### src/rtl/core/fuhs_pkg.sv
`default_nettype none
// ----------------------------------------------------------------------------
// fuhs_pkg
// Shared codes, widths and transaction types of the firmware update sequencer.
// ----------------------------------------------------------------------------
package fuhs_pkg;

    localparam int IN_DATA_W  = 128;
    localparam int IN_USER_W  = 4;
    localparam int OUT_DATA_W = 136;
    localparam int OUT_USER_W = 3;
    localparam int CFG_DATA_W = 32;
    localparam int CFG_IDX_W  = 1;

    // configuration register indexes
    localparam logic [CFG_IDX_W-1:0] CFG_MAX_ACK_RETRIES    = 1'd0;
    localparam logic [CFG_IDX_W-1:0] CFG_IMAGE_START_OFFSET = 1'd1;

    // event codes
    localparam logic [3:0] FUNC_START       = 4'd0;
    localparam logic [3:0] FUNC_ACK         = 4'd1;
    localparam logic [3:0] FUNC_ACK_TIMEOUT = 4'd2;
    localparam logic [3:0] FUNC_CHUNK_REQ   = 4'd3;
    localparam logic [3:0] FUNC_END         = 4'd4;
    localparam logic [3:0] FUNC_HEARTBEAT   = 4'd5;
    localparam logic [3:0] FUNC_BEAT_TMO    = 4'd6;
    localparam logic [3:0] FUNC_ABORT       = 4'd7;
    localparam logic [3:0] FUNC_CHUNK_STAT  = 4'd8;

    // chunk status codes
    localparam logic [1:0] CST_SENT       = 2'd0;
    localparam logic [1:0] CST_FLASH_FAIL = 2'd1;
    localparam logic [1:0] CST_SEND_FAIL  = 2'd2;

    // result actions
    localparam logic [2:0] ACT_NONE      = 3'd0;
    localparam logic [2:0] ACT_REQUEST   = 3'd1;
    localparam logic [2:0] ACT_HEARTBEAT = 3'd2;
    localparam logic [2:0] ACT_CHUNK     = 3'd3;
    localparam logic [2:0] ACT_FINISHED  = 3'd4;
    localparam logic [2:0] ACT_ERROR     = 3'd5;
    localparam logic [2:0] ACT_IDLE      = 3'd6;

    // error codes
    localparam logic [2:0] ERR_NONE    = 3'd0;
    localparam logic [2:0] ERR_TIMEOUT = 3'd1;
    localparam logic [2:0] ERR_FLASH   = 3'd2;
    localparam logic [2:0] ERR_SEND    = 3'd3;
    localparam logic [2:0] ERR_CLIENT  = 3'd4;

    // timer commands
    localparam logic [1:0] TMR_KEEP  = 2'd0;
    localparam logic [1:0] TMR_START = 2'd1;
    localparam logic [1:0] TMR_STOP  = 2'd2;

    // sequencer modes
    localparam logic [1:0] MODE_IDLE = 2'd0;
    localparam logic [1:0] MODE_REQ  = 2'd1;
    localparam logic [1:0] MODE_UPD  = 2'd2;
    localparam logic [1:0] MODE_ERR  = 2'd3;

    localparam logic [7:0] RETRY_MAX   = 8'hFF;
    localparam logic [7:0] RETRY_RESET = 8'd5;

    typedef struct packed {
        logic [3:0]  func;
        logic [31:0] img_len;
        logic [15:0] chunk_cap;
        logic [63:0] client_node;
        logic        ok_flag;
        logic [7:0]  client_error;
        logic [1:0]  chunk_status;
    } t_in_item;

    typedef struct packed {
        logic [2:0]  action;
        logic        last;
        logic [63:0] dest_node;
        logic [31:0] chunk_offset;
        logic [15:0] chunk_bytes;
        logic [2:0]  error_code;
        logic [7:0]  reported_error;
        logic        success;
        logic [1:0]  ack_timer_cmd;
        logic [1:0]  beat_timer_cmd;
        logic        overall_timer_stop;
        logic [1:0]  mode;
    } t_result;

    typedef struct packed {
        logic [1:0] count;
        t_result    res0;
        t_result    res1;
    } t_push;

endpackage
`default_nettype wire

### src/rtl/core/fuhs_in_stage.sv
`default_nettype none
// ----------------------------------------------------------------------------
// fuhs_in_stage
// Input register: holds one event transaction until the step logic takes it.
// ----------------------------------------------------------------------------
module fuhs_in_stage (
    input  wire                                i_clk,
    input  wire                                i_rst_n,
    input  wire                                s_axis_tvalid,
    output logic                               s_axis_tready,
    input  wire  [fuhs_pkg::IN_DATA_W-1:0]     s_axis_tdata,
    input  wire  [fuhs_pkg::IN_USER_W-1:0]     s_axis_tuser,
    input  wire                                i_take,
    output logic                               o_valid,
    output fuhs_pkg::t_in_item                 o_item
);
    import fuhs_pkg::*;

    logic     r_valid;
    t_in_item r_item;
    logic     in_acc;

    assign s_axis_tready = !r_valid || i_take;
    assign in_acc        = s_axis_tvalid && s_axis_tready;

    always_ff @(posedge i_clk) begin
        if (!i_rst_n) begin
            r_valid <= 1'b0;
        end else if (in_acc) begin
            r_valid <= 1'b1;
        end else if (i_take) begin
            r_valid <= 1'b0;
        end
    end

    always_ff @(posedge i_clk) begin
        if (in_acc) begin
            r_item.func         <= s_axis_tuser;
            r_item.img_len      <= s_axis_tdata[31:0];
            r_item.chunk_cap    <= s_axis_tdata[47:32];
            r_item.client_node  <= s_axis_tdata[111:48];
            r_item.ok_flag      <= s_axis_tdata[112];
            r_item.client_error <= s_axis_tdata[120:113];
            r_item.chunk_status <= s_axis_tdata[122:121];
        end
    end

    assign o_valid = r_valid;
    assign o_item  = r_item;

endmodule
`default_nettype wire

### src/rtl/core/fuhs_step.sv
`default_nettype none
// ----------------------------------------------------------------------------
// fuhs_step
// Sequencer state, configuration registers and the per-event result logic.
// ----------------------------------------------------------------------------
module fuhs_step (
    input  wire                                i_clk,
    input  wire                                i_rst_n,
    input  wire                                i_cfg_we,
    input  wire  [fuhs_pkg::CFG_IDX_W-1:0]     i_cfg_idx,
    input  wire  [fuhs_pkg::CFG_DATA_W-1:0]    i_cfg_data,
    input  wire                                i_fire,
    input  fuhs_pkg::t_in_item                 i_item,
    output fuhs_pkg::t_push                    o_push
);
    import fuhs_pkg::*;

    logic [7:0]  r_max_retries;
    logic [31:0] r_start_offset;
    logic [1:0]  r_mode;
    logic [7:0]  r_retry;
    logic [31:0] r_total;
    logic [15:0] r_max_chunk;
    logic [63:0] r_peer;
    logic [31:0] r_remaining;
    logic [15:0] r_pending;

    logic [1:0]  n_mode;
    logic [7:0]  n_retry;
    logic [31:0] n_total;
    logic [15:0] n_max_chunk;
    logic [63:0] n_peer;
    logic [31:0] n_remaining;
    logic [15:0] n_pending;

    logic [1:0]  nres;
    t_result     res0;
    t_result     res1;
    logic [7:0]  retry_inc;
    logic [15:0] chunk_len;
    logic [31:0] chunk_off;

    assign retry_inc = (r_retry == RETRY_MAX) ? r_retry : r_retry + 8'd1;
    assign chunk_len = (r_remaining >= {16'd0, r_max_chunk}) ? r_max_chunk
                                                             : r_remaining[15:0];
    assign chunk_off = r_start_offset + r_total - r_remaining;

    always_comb begin
        n_mode      = r_mode;
        n_retry     = r_retry;
        n_total     = r_total;
        n_max_chunk = r_max_chunk;
        n_peer      = r_peer;
        n_remaining = r_remaining;
        n_pending   = r_pending;
        nres        = 2'd0;
        res0        = '0;
        res1        = '0;
        res0.last   = 1'b1;
        res1.last   = 1'b1;
        case (i_item.func)
            FUNC_START: begin
                if (r_mode == MODE_IDLE || r_mode == MODE_ERR) begin
                    n_total            = i_item.img_len;
                    n_max_chunk        = i_item.chunk_cap;
                    n_peer             = i_item.client_node;
                    n_remaining        = i_item.img_len;
                    n_pending          = 16'd0;
                    n_retry            = 8'd0;
                    n_mode             = MODE_REQ;
                    nres               = 2'd1;
                    res0.action        = ACT_REQUEST;
                    res0.dest_node     = i_item.client_node;
                    res0.ack_timer_cmd = TMR_START;
                end
            end
            FUNC_ACK: begin
                if (r_mode == MODE_REQ) begin
                    nres               = 2'd1;
                    res0.ack_timer_cmd = TMR_STOP;
                    if (i_item.ok_flag) begin
                        n_mode              = MODE_UPD;
                        res0.action         = ACT_NONE;
                        res0.beat_timer_cmd = TMR_START;
                    end else begin
                        n_mode              = MODE_ERR;
                        res0.action         = ACT_ERROR;
                        res0.error_code     = ERR_CLIENT;
                        res0.reported_error = i_item.client_error;
                    end
                end
            end
            FUNC_ACK_TIMEOUT: begin
                if (r_mode == MODE_REQ) begin
                    n_retry = retry_inc;
                    nres    = 2'd1;
                    if (retry_inc >= r_max_retries) begin
                        n_mode             = MODE_ERR;
                        res0.action        = ACT_ERROR;
                        res0.error_code    = ERR_TIMEOUT;
                        res0.ack_timer_cmd = TMR_STOP;
                    end else begin
                        res0.action        = ACT_REQUEST;
                        res0.dest_node     = r_peer;
                        res0.ack_timer_cmd = TMR_START;
                    end
                end
            end
            FUNC_CHUNK_REQ: begin
                if (r_mode == MODE_UPD) begin
                    n_pending           = chunk_len;
                    nres                = 2'd2;
                    res0.action         = ACT_HEARTBEAT;
                    res0.dest_node      = r_peer;
                    res0.beat_timer_cmd = TMR_STOP;
                    res0.last           = 1'b0;
                    res1.action         = ACT_CHUNK;
                    res1.dest_node      = r_peer;
                    res1.chunk_offset   = chunk_off;
                    res1.chunk_bytes    = chunk_len;
                    res1.beat_timer_cmd = TMR_START;
                end
            end
            FUNC_CHUNK_STAT: begin
                if (r_mode == MODE_UPD) begin
                    case (i_item.chunk_status) inside
                        CST_SENT: begin
                            n_remaining = (r_remaining >= {16'd0, r_pending})
                                        ? r_remaining - {16'd0, r_pending} : 32'd0;
                            n_pending   = 16'd0;
                            nres        = 2'd1;
                            res0.action = ACT_NONE;
                        end
                        CST_FLASH_FAIL, CST_SEND_FAIL: begin
                            n_mode              = MODE_ERR;
                            nres                = 2'd1;
                            res0.action         = ACT_ERROR;
                            res0.error_code     = (i_item.chunk_status == CST_FLASH_FAIL)
                                                ? ERR_FLASH : ERR_SEND;
                            res0.beat_timer_cmd = TMR_STOP;
                        end
                        default: begin
                        end
                    endcase
                end
            end
            FUNC_END: begin
                if (r_mode == MODE_UPD) begin
                    n_mode                  = MODE_IDLE;
                    nres                    = 2'd1;
                    res0.action             = ACT_FINISHED;
                    res0.success            = i_item.ok_flag;
                    res0.beat_timer_cmd     = TMR_STOP;
                    res0.overall_timer_stop = 1'b1;
                end
            end
            FUNC_HEARTBEAT: begin
                if (r_mode == MODE_UPD) begin
                    nres                = 2'd1;
                    res0.action         = ACT_NONE;
                    res0.beat_timer_cmd = TMR_START;
                end
            end
            FUNC_BEAT_TMO: begin
                if (r_mode == MODE_UPD) begin
                    n_mode              = MODE_ERR;
                    nres                = 2'd1;
                    res0.action         = ACT_ERROR;
                    res0.error_code     = ERR_TIMEOUT;
                    res0.beat_timer_cmd = TMR_STOP;
                end
            end
            FUNC_ABORT: begin
                if (r_mode == MODE_REQ) begin
                    n_mode             = MODE_ERR;
                    nres               = 2'd1;
                    res0.action        = ACT_ERROR;
                    res0.error_code    = ERR_TIMEOUT;
                    res0.ack_timer_cmd = TMR_STOP;
                end else if (r_mode == MODE_UPD) begin
                    n_mode              = MODE_IDLE;
                    nres                = 2'd1;
                    res0.action         = ACT_IDLE;
                    res0.beat_timer_cmd = TMR_STOP;
                end
            end
            default: begin
            end
        endcase
        res0.mode = n_mode;
        res1.mode = n_mode;
    end

    always_ff @(posedge i_clk) begin
        if (!i_rst_n) begin
            r_max_retries  <= RETRY_RESET;
            r_start_offset <= 32'd0;
        end else if (i_cfg_we) begin
            unique case (i_cfg_idx)
                CFG_MAX_ACK_RETRIES:    r_max_retries  <= i_cfg_data[7:0];
                CFG_IMAGE_START_OFFSET: r_start_offset <= i_cfg_data;
                default: begin
                end
            endcase
        end
    end

    always_ff @(posedge i_clk) begin
        if (!i_rst_n) begin
            r_mode      <= MODE_IDLE;
            r_retry     <= 8'd0;
            r_total     <= 32'd0;
            r_max_chunk <= 16'd0;
            r_peer      <= 64'd0;
            r_remaining <= 32'd0;
            r_pending   <= 16'd0;
        end else if (i_fire) begin
            r_mode      <= n_mode;
            r_retry     <= n_retry;
            r_total     <= n_total;
            r_max_chunk <= n_max_chunk;
            r_peer      <= n_peer;
            r_remaining <= n_remaining;
            r_pending   <= n_pending;
        end
    end

    assign o_push.count = i_fire ? nres : 2'd0;
    assign o_push.res0  = res0;
    assign o_push.res1  = res1;

endmodule
`default_nettype wire

### src/rtl/core/fuhs_out_queue.sv
`default_nettype none
// ----------------------------------------------------------------------------
// fuhs_out_queue
// Three-slot ordered result buffer in front of the master-side stream.
// ----------------------------------------------------------------------------
module fuhs_out_queue (
    input  wire                                i_clk,
    input  wire                                i_rst_n,
    input  fuhs_pkg::t_push                    i_push,
    output logic                               o_room,
    output logic                               m_axis_tvalid,
    input  wire                                m_axis_tready,
    output logic [fuhs_pkg::OUT_DATA_W-1:0]    m_axis_tdata,
    output logic [fuhs_pkg::OUT_USER_W-1:0]    m_axis_tuser,
    output logic                               m_axis_tlast
);
    import fuhs_pkg::*;

    t_result    r_q [3];
    t_result    n_q [3];
    logic [1:0] r_cnt;
    logic [1:0] n_cnt;
    logic [1:0] base;
    logic       pop;

    assign pop    = (r_cnt != 2'd0) && m_axis_tready;
    assign base   = r_cnt - {1'b0, pop};
    assign n_cnt  = base + i_push.count;
    assign o_room = (r_cnt <= 2'd1);

    always_comb begin
        n_q[0] = pop ? r_q[1] : r_q[0];
        n_q[1] = pop ? r_q[2] : r_q[1];
        n_q[2] = r_q[2];
        for (int i = 0; i < 3; i++) begin
            if (i_push.count != 2'd0 && base == 2'(i)) begin
                n_q[i] = i_push.res0;
            end
            if (i_push.count == 2'd2 && base + 2'd1 == 2'(i)) begin
                n_q[i] = i_push.res1;
            end
        end
    end

    always_ff @(posedge i_clk) begin
        if (!i_rst_n) begin
            r_cnt <= 2'd0;
        end else begin
            r_cnt <= n_cnt;
        end
    end

    always_ff @(posedge i_clk) begin
        r_q <= n_q;
    end

    assign m_axis_tvalid = (r_cnt != 2'd0);
    assign m_axis_tuser  = r_q[0].action;
    assign m_axis_tlast  = r_q[0].last;
    assign m_axis_tdata  = {5'd0,
                            r_q[0].mode,
                            r_q[0].overall_timer_stop,
                            r_q[0].beat_timer_cmd,
                            r_q[0].ack_timer_cmd,
                            r_q[0].success,
                            r_q[0].reported_error,
                            r_q[0].error_code,
                            r_q[0].chunk_bytes,
                            r_q[0].chunk_offset,
                            r_q[0].dest_node};

endmodule
`default_nettype wire

### src/rtl/core/firmware_update_host_sequencer.sv
`default_nettype none
// ----------------------------------------------------------------------------
// firmware_update_host_sequencer
// Host-side sequencer for a firmware image transfer, one event per transaction.
// ----------------------------------------------------------------------------
// Usage:
//   Slave stream carries events: tuser holds the event code, tdata the event
//   arguments. Master stream carries results: tuser holds the action, tlast
//   marks the final result of an event, tdata the remaining result fields.
//   An event in the wrong mode, or with an unknown code, yields no result.
//   Configuration is written through i_cfg_we / i_cfg_idx / i_cfg_data while
//   no event is in flight.
//   An accepted event waits in the input register until the output buffer has
//   room, and its results are registered into that buffer for the master stream.
//   Throughput: one event per cycle for single-result events while the master
//   stream is ready; a chunk request yields two results, which leave one at a
//   time through the single result port of the output buffer.
//   Reset: synchronous, active low; mode returns to idle, retry limit to 5,
//   start offset to 0, and both streams empty.
//   Stall: a held master tready fills the three-slot output buffer; from two
//   results on, the input register holds its event and drops s_axis_tready.
// ----------------------------------------------------------------------------
module firmware_update_host_sequencer (
    input  wire                                i_clk,
    input  wire                                i_rst_n,
    input  wire                                i_cfg_we,
    input  wire  [fuhs_pkg::CFG_IDX_W-1:0]     i_cfg_idx,
    input  wire  [fuhs_pkg::CFG_DATA_W-1:0]    i_cfg_data,
    input  wire                                s_axis_tvalid,
    output logic                               s_axis_tready,
    // img_len[31:0], chunk_cap[47:32], client_node[111:48], ok_flag[112],
    // client_error[120:113], chunk_status[122:121]
    input  wire  [fuhs_pkg::IN_DATA_W-1:0]     s_axis_tdata,
    // func[3:0]
    input  wire  [fuhs_pkg::IN_USER_W-1:0]     s_axis_tuser,
    output logic                               m_axis_tvalid,
    input  wire                                m_axis_tready,
    // dest_node[63:0], chunk_offset[95:64], chunk_bytes[111:96],
    // error_code[114:112], reported_error[122:115], success[123],
    // ack_timer_cmd[125:124], beat_timer_cmd[127:126],
    // overall_timer_stop[128], mode[130:129]
    output logic [fuhs_pkg::OUT_DATA_W-1:0]    m_axis_tdata,
    // action[2:0]
    output logic [fuhs_pkg::OUT_USER_W-1:0]    m_axis_tuser,
    output logic                               m_axis_tlast
);
    import fuhs_pkg::*;

    logic     in_valid;
    t_in_item in_item;
    logic     room;
    logic     fire;
    t_push    push;

    assign fire = in_valid && room;

    fuhs_in_stage u_in (
        .i_clk         (i_clk),
        .i_rst_n       (i_rst_n),
        .s_axis_tvalid (s_axis_tvalid),
        .s_axis_tready (s_axis_tready),
        .s_axis_tdata  (s_axis_tdata),
        .s_axis_tuser  (s_axis_tuser),
        .i_take        (fire),
        .o_valid       (in_valid),
        .o_item        (in_item)
    );

    fuhs_step u_step (
        .i_clk      (i_clk),
        .i_rst_n    (i_rst_n),
        .i_cfg_we   (i_cfg_we),
        .i_cfg_idx  (i_cfg_idx),
        .i_cfg_data (i_cfg_data),
        .i_fire     (fire),
        .i_item     (in_item),
        .o_push     (push)
    );

    fuhs_out_queue u_out (
        .i_clk         (i_clk),
        .i_rst_n       (i_rst_n),
        .i_push        (push),
        .o_room        (room),
        .m_axis_tvalid (m_axis_tvalid),
        .m_axis_tready (m_axis_tready),
        .m_axis_tdata  (m_axis_tdata),
        .m_axis_tuser  (m_axis_tuser),
        .m_axis_tlast  (m_axis_tlast)
    );

endmodule
`default_nettype wire

### config.mk
export PLATFORM = sky130hd
export DESIGN_NAME = firmware_update_host_sequencer
export DESIGN_NICKNAME = d
export VERILOG_FILES = /design/src/rtl/core/fuhs_pkg.sv /design/src/rtl/core/fuhs_in_stage.sv /design/src/rtl/core/fuhs_step.sv /design/src/rtl/core/fuhs_out_queue.sv /design/src/rtl/core/firmware_update_host_sequencer.sv
export SDC_FILE = /design/constraint.sdc
export NUM_CORES = 1
export LEC_CHECK = 0
export ABC_CLOCK_PERIOD_IN_PS = 18700
export BUFFER_PORTS_ARGS = -buffer_cell sky130_fd_sc_hd__buf_4
export CAP_MARGIN = 20
export CELL_PAD_IN_SITES_DETAIL_PLACEMENT = 0
export CELL_PAD_IN_SITES_GLOBAL_PLACEMENT = 2
export CORE_AREA = 3 3 540 274
export CTS_CLUSTER_DIAMETER = 100
export CTS_CLUSTER_SIZE = 30
export DETAILED_ROUTE_END_ITERATION = 8
export DIE_AREA = 0 0 543 277
export GPL_ROUTABILITY_DRIVEN = 0
export GPL_TIMING_DRIVEN = 0
export PLACE_DENSITY_LB_ADDON = 0.1
export SYNTH_ARGS = -nofsm -noshare
export SYNTH_HDL_FRONTEND = slang
export SYNTH_SLANG_ARGS = --single-unit
export TNS_END_PERCENT = 20
### constraint.sdc
create_clock -name i_clk -period 18.7 [get_ports i_clk]
set_input_delay 5.61 -clock i_clk [delete_from_list [all_inputs] [get_ports i_clk]]
set_output_delay 5.61 -clock i_clk [all_outputs]
set_load 0.1 [all_outputs]
==> results.ini <==
[worst_setup_path]
worst_setup_path_start_kind=input pin
cp_top_family=buffers and inverters
crit_arrival_ps=10360
end_kind=flip-flop
cpMaxStageDelayCell=buf_1
cp_max_fo=46
path_common_cell=clkbuf_1
slowest_delay_ps=690
required_ps=19120
worstSetupPathType=input pin to flip-flop
crit_chain=buf_4 -> nand2_1 -> inv_2 -> buf_1 -> ha_1 -> clkbuf_1 -> xor2_1 -> nor2_1 -> nand3_1 -> clkbuf_1 -> buf_8 -> clkbuf_1 -> nand2_4 -> buf_16
critPathBufInv=8

[clocking]
clk_path_buf_depth=3
cts_resized=0
root_buffer=clkbuf_16
postCtsSetupBuffers=0
cts_tree=built
numCtsBuffers=31
ctsHoldBuffers=0
clock_sinks=745
cts-htree-levels=1
insertion_delay_ps=720
clk_pin_slew_worst_paths_ps=110

[timing]
finalWorstSetupSlack_ps=8765
grt_setup_unrepaired=no
finalCritPeriodShare_pct=53.13
setup_viol=0
slew_viol_final=0
worstMarginPinSlew_ps=1169
min_period_ps=9935
whs_ps=460.6
max_freq_mhz=100.7
relSlewSlack_pct=19.83
tns_ps=0
finalHoldViolations=0
skew_ps=24.89

[pwr]
p_clk_share_pct=19.9
finalPower_mw=4.884
p_comb_share_pct=36.2
power_leakage_nw=14.86
seq_power_share_pct=43.9
intPower_mw=2.896
powerDensity_nw_per_um2=116.6
netSwitchingFraction_pct=40.69
p_sw_mw=1.987
ir_drop_uv=79.91

[final_layout]
nFillCells=15160
nets=4142
layout.cells.non_filler=5784
multiInputGateArea_um2=13320
drive_gt1_share_pct=15.64
register_area_um2=19760
final_common_cell=nand2_1
stdcell_area_um2=41890
mostFrequentLayoutCells=629 x nand2_1, 484 x edfxtp_1, 449 x buf_4
fin_util_pct=29.30
area_delta_synth_final_pct=16.94

[global_route]
grt_pass1_wl_um=198600
grt_max_degree=59
grt_overflow=0
antenna_found_initial=8
grt_use_total_pct=17.66
grt_pass1_vias=28000

[floorplan]
fp.dieW_um=543
rows=98
ios=312
core_area_um2=143000
initial_core_util_pct=25.05
die-area_um2=150400
die_y_um=277

[detailed_routing]
vias=27920
drt.antenna.violating_nets=0
drc=0
first_pass_iters=5
routed_wl_um=137500
dr.first_iter.drc_count=2095
vias_per_cell=4.827
wire_per_inst_um=23.78

[logic_synthesis]
syn_avg_cell_area_um2=10.22
netlist_instances=3505
synth_cell_type_count=85
postSynth.asyncResetShare_pct=0
synth_area_leaders=edfxtp_1 41%, dfxtp_1 15%, nand2_1 6.6%
yosys_most_used_dff=edfxtp_1
ys_warn_count=0
yosysTopAreaCell=edfxtp_1
synth_top_area_share_pct=40.58
ys_seq_elements=745
synth_area_um2=35820
synth_edf_count=484
ys_seq_area_share_pct=55.16

[flow_run]
cap_violations=0

[worst_hold_path]
holdCritPathClass=flip-flop to flip-flop

[placed_design]
post-place-ws_ps=7900
port-buffer-count=300
dp_hpwl_um=101500
dp_cells=5724
placed_area_um2=40810

[run_status]
status=complete, no violations

## state kept, by name, summed over array words and instances (netlist names)
| register | flops |
|---|---|
| u_step.r_remaining | 32 |
| u_step.r_total | 32 |
| u_step.r_start_offset | 32 |
| u_step.r_retry | 8 |
| u_out.m_axis_tuser | 3 |
| u_out.m_axis_tlast | 1 |
| u_out.r_q | 270 |
| u_step.r_max_chunk | 16 |
| u_out.m_axis_tdata | 131 |
| u_step.r_pending | 16 |
| u_in.o_item | 127 |
| u_step.r_mode | 2 |
| u_step.r_max_retries | 8 |
| u_step.r_peer | 64 |
| u_in.o_valid | 1 |
| u_out.r_cnt | 2 |
## cells in the mapped netlist, types with 32 or more instances
| master | instances |
|---|---|
| buf_4 | 147 |
| fa_1 | 32 |
| buf_2 | 38 |
| clkbuf_1 | 171 |
| nor3_1 | 35 |
| ha_1 | 83 |
| a21oi_1 | 229 |
| a22oi_1 | 74 |
| nand3_1 | 73 |
| mux2i_1 | 38 |
| o21ai_0 | 208 |
| o221ai_1 | 67 |
| a221oi_1 | 65 |
| edfxtp_1 | 484 |
| dfxtp_1 | 261 |
| o21ai_1 | 37 |
| nor2_1 | 114 |
| o22ai_1 | 147 |
| xnor2_1 | 32 |
| nand2_1 | 632 |
| inv_1 | 182 |
## power by group through the flow
stage	combinational (mW)	sequential [mW]	clock, mW
floorplan	1.29	2.18	0
global placement	1.75	2.25	0
detailed placement	1.79	2.19	0
CTS	1.80	2.15	1.02
global route	1.87	2.17	1.07
finish	1.77	2.14	0.973
## worst min-delay path, stage by stage (launching register included)
cell     delay [ps]
dfxtp_1         330
nand2_1          50
o21ai_1          50
## layer usage
layer	global-route usage [%]	vias to the layer above	share of wire [%]
li1	-	13280	-
met1	25.07	13970	47
met2	29.44	566	47
met3	1.602	104	3.3
met4	3.137	0	1.9
met5	0	-	0
## final timing paths
| path | from | endpoint | slack, ps | cells after the start |
|---|---|---|---|---|
| worst max-delay path | m_axis_tready | u_out.r_q[94] | 8770 | 14 |
| worst min register to register | u_step.r_pending[12] | u_step.r_pending[12] | 460 | 2 |
| worst max register to register | u_out.r_cnt[1] | u_out.r_q[94] | 12980 | 14 |
| worst min-delay path | u_step.r_pending[12] | u_step.r_pending[12] | 460 | 2 |
## kinds of logic after synthesis
| family | Yosys count | synth area share [%] |
|---|---|---|
| compound gates | 1001 | 18.15 |
| xor+xnor | 50 | 1.223 |
| fa+ha+maj | 115 | 4.688 |
| buf+inv | 565 | 7.790 |
| flops | 745 | 55.16 |
| mux | 42 | 1.188 |
| other cells | 1 | 0.01047 |
| simple gates | 986 | 11.78 |
## area by class of cell
class / count / share of cell area, %
Antenna cell: 2 / 0.01195
Buffer: 380 / 5.010
Clock buffer: 47 / 2.148
Clock inverter: 11 / 0.4152
Inverter: 185 / 1.658
Multi-Input combinational cell: 2199 / 31.79
Sequential cell: 745 / 47.17
Tap cell: 1900 / 5.676
Timing Repair Buffer: 315 / 6.118
No activity file was read; power rests on OpenSTA's default activity.
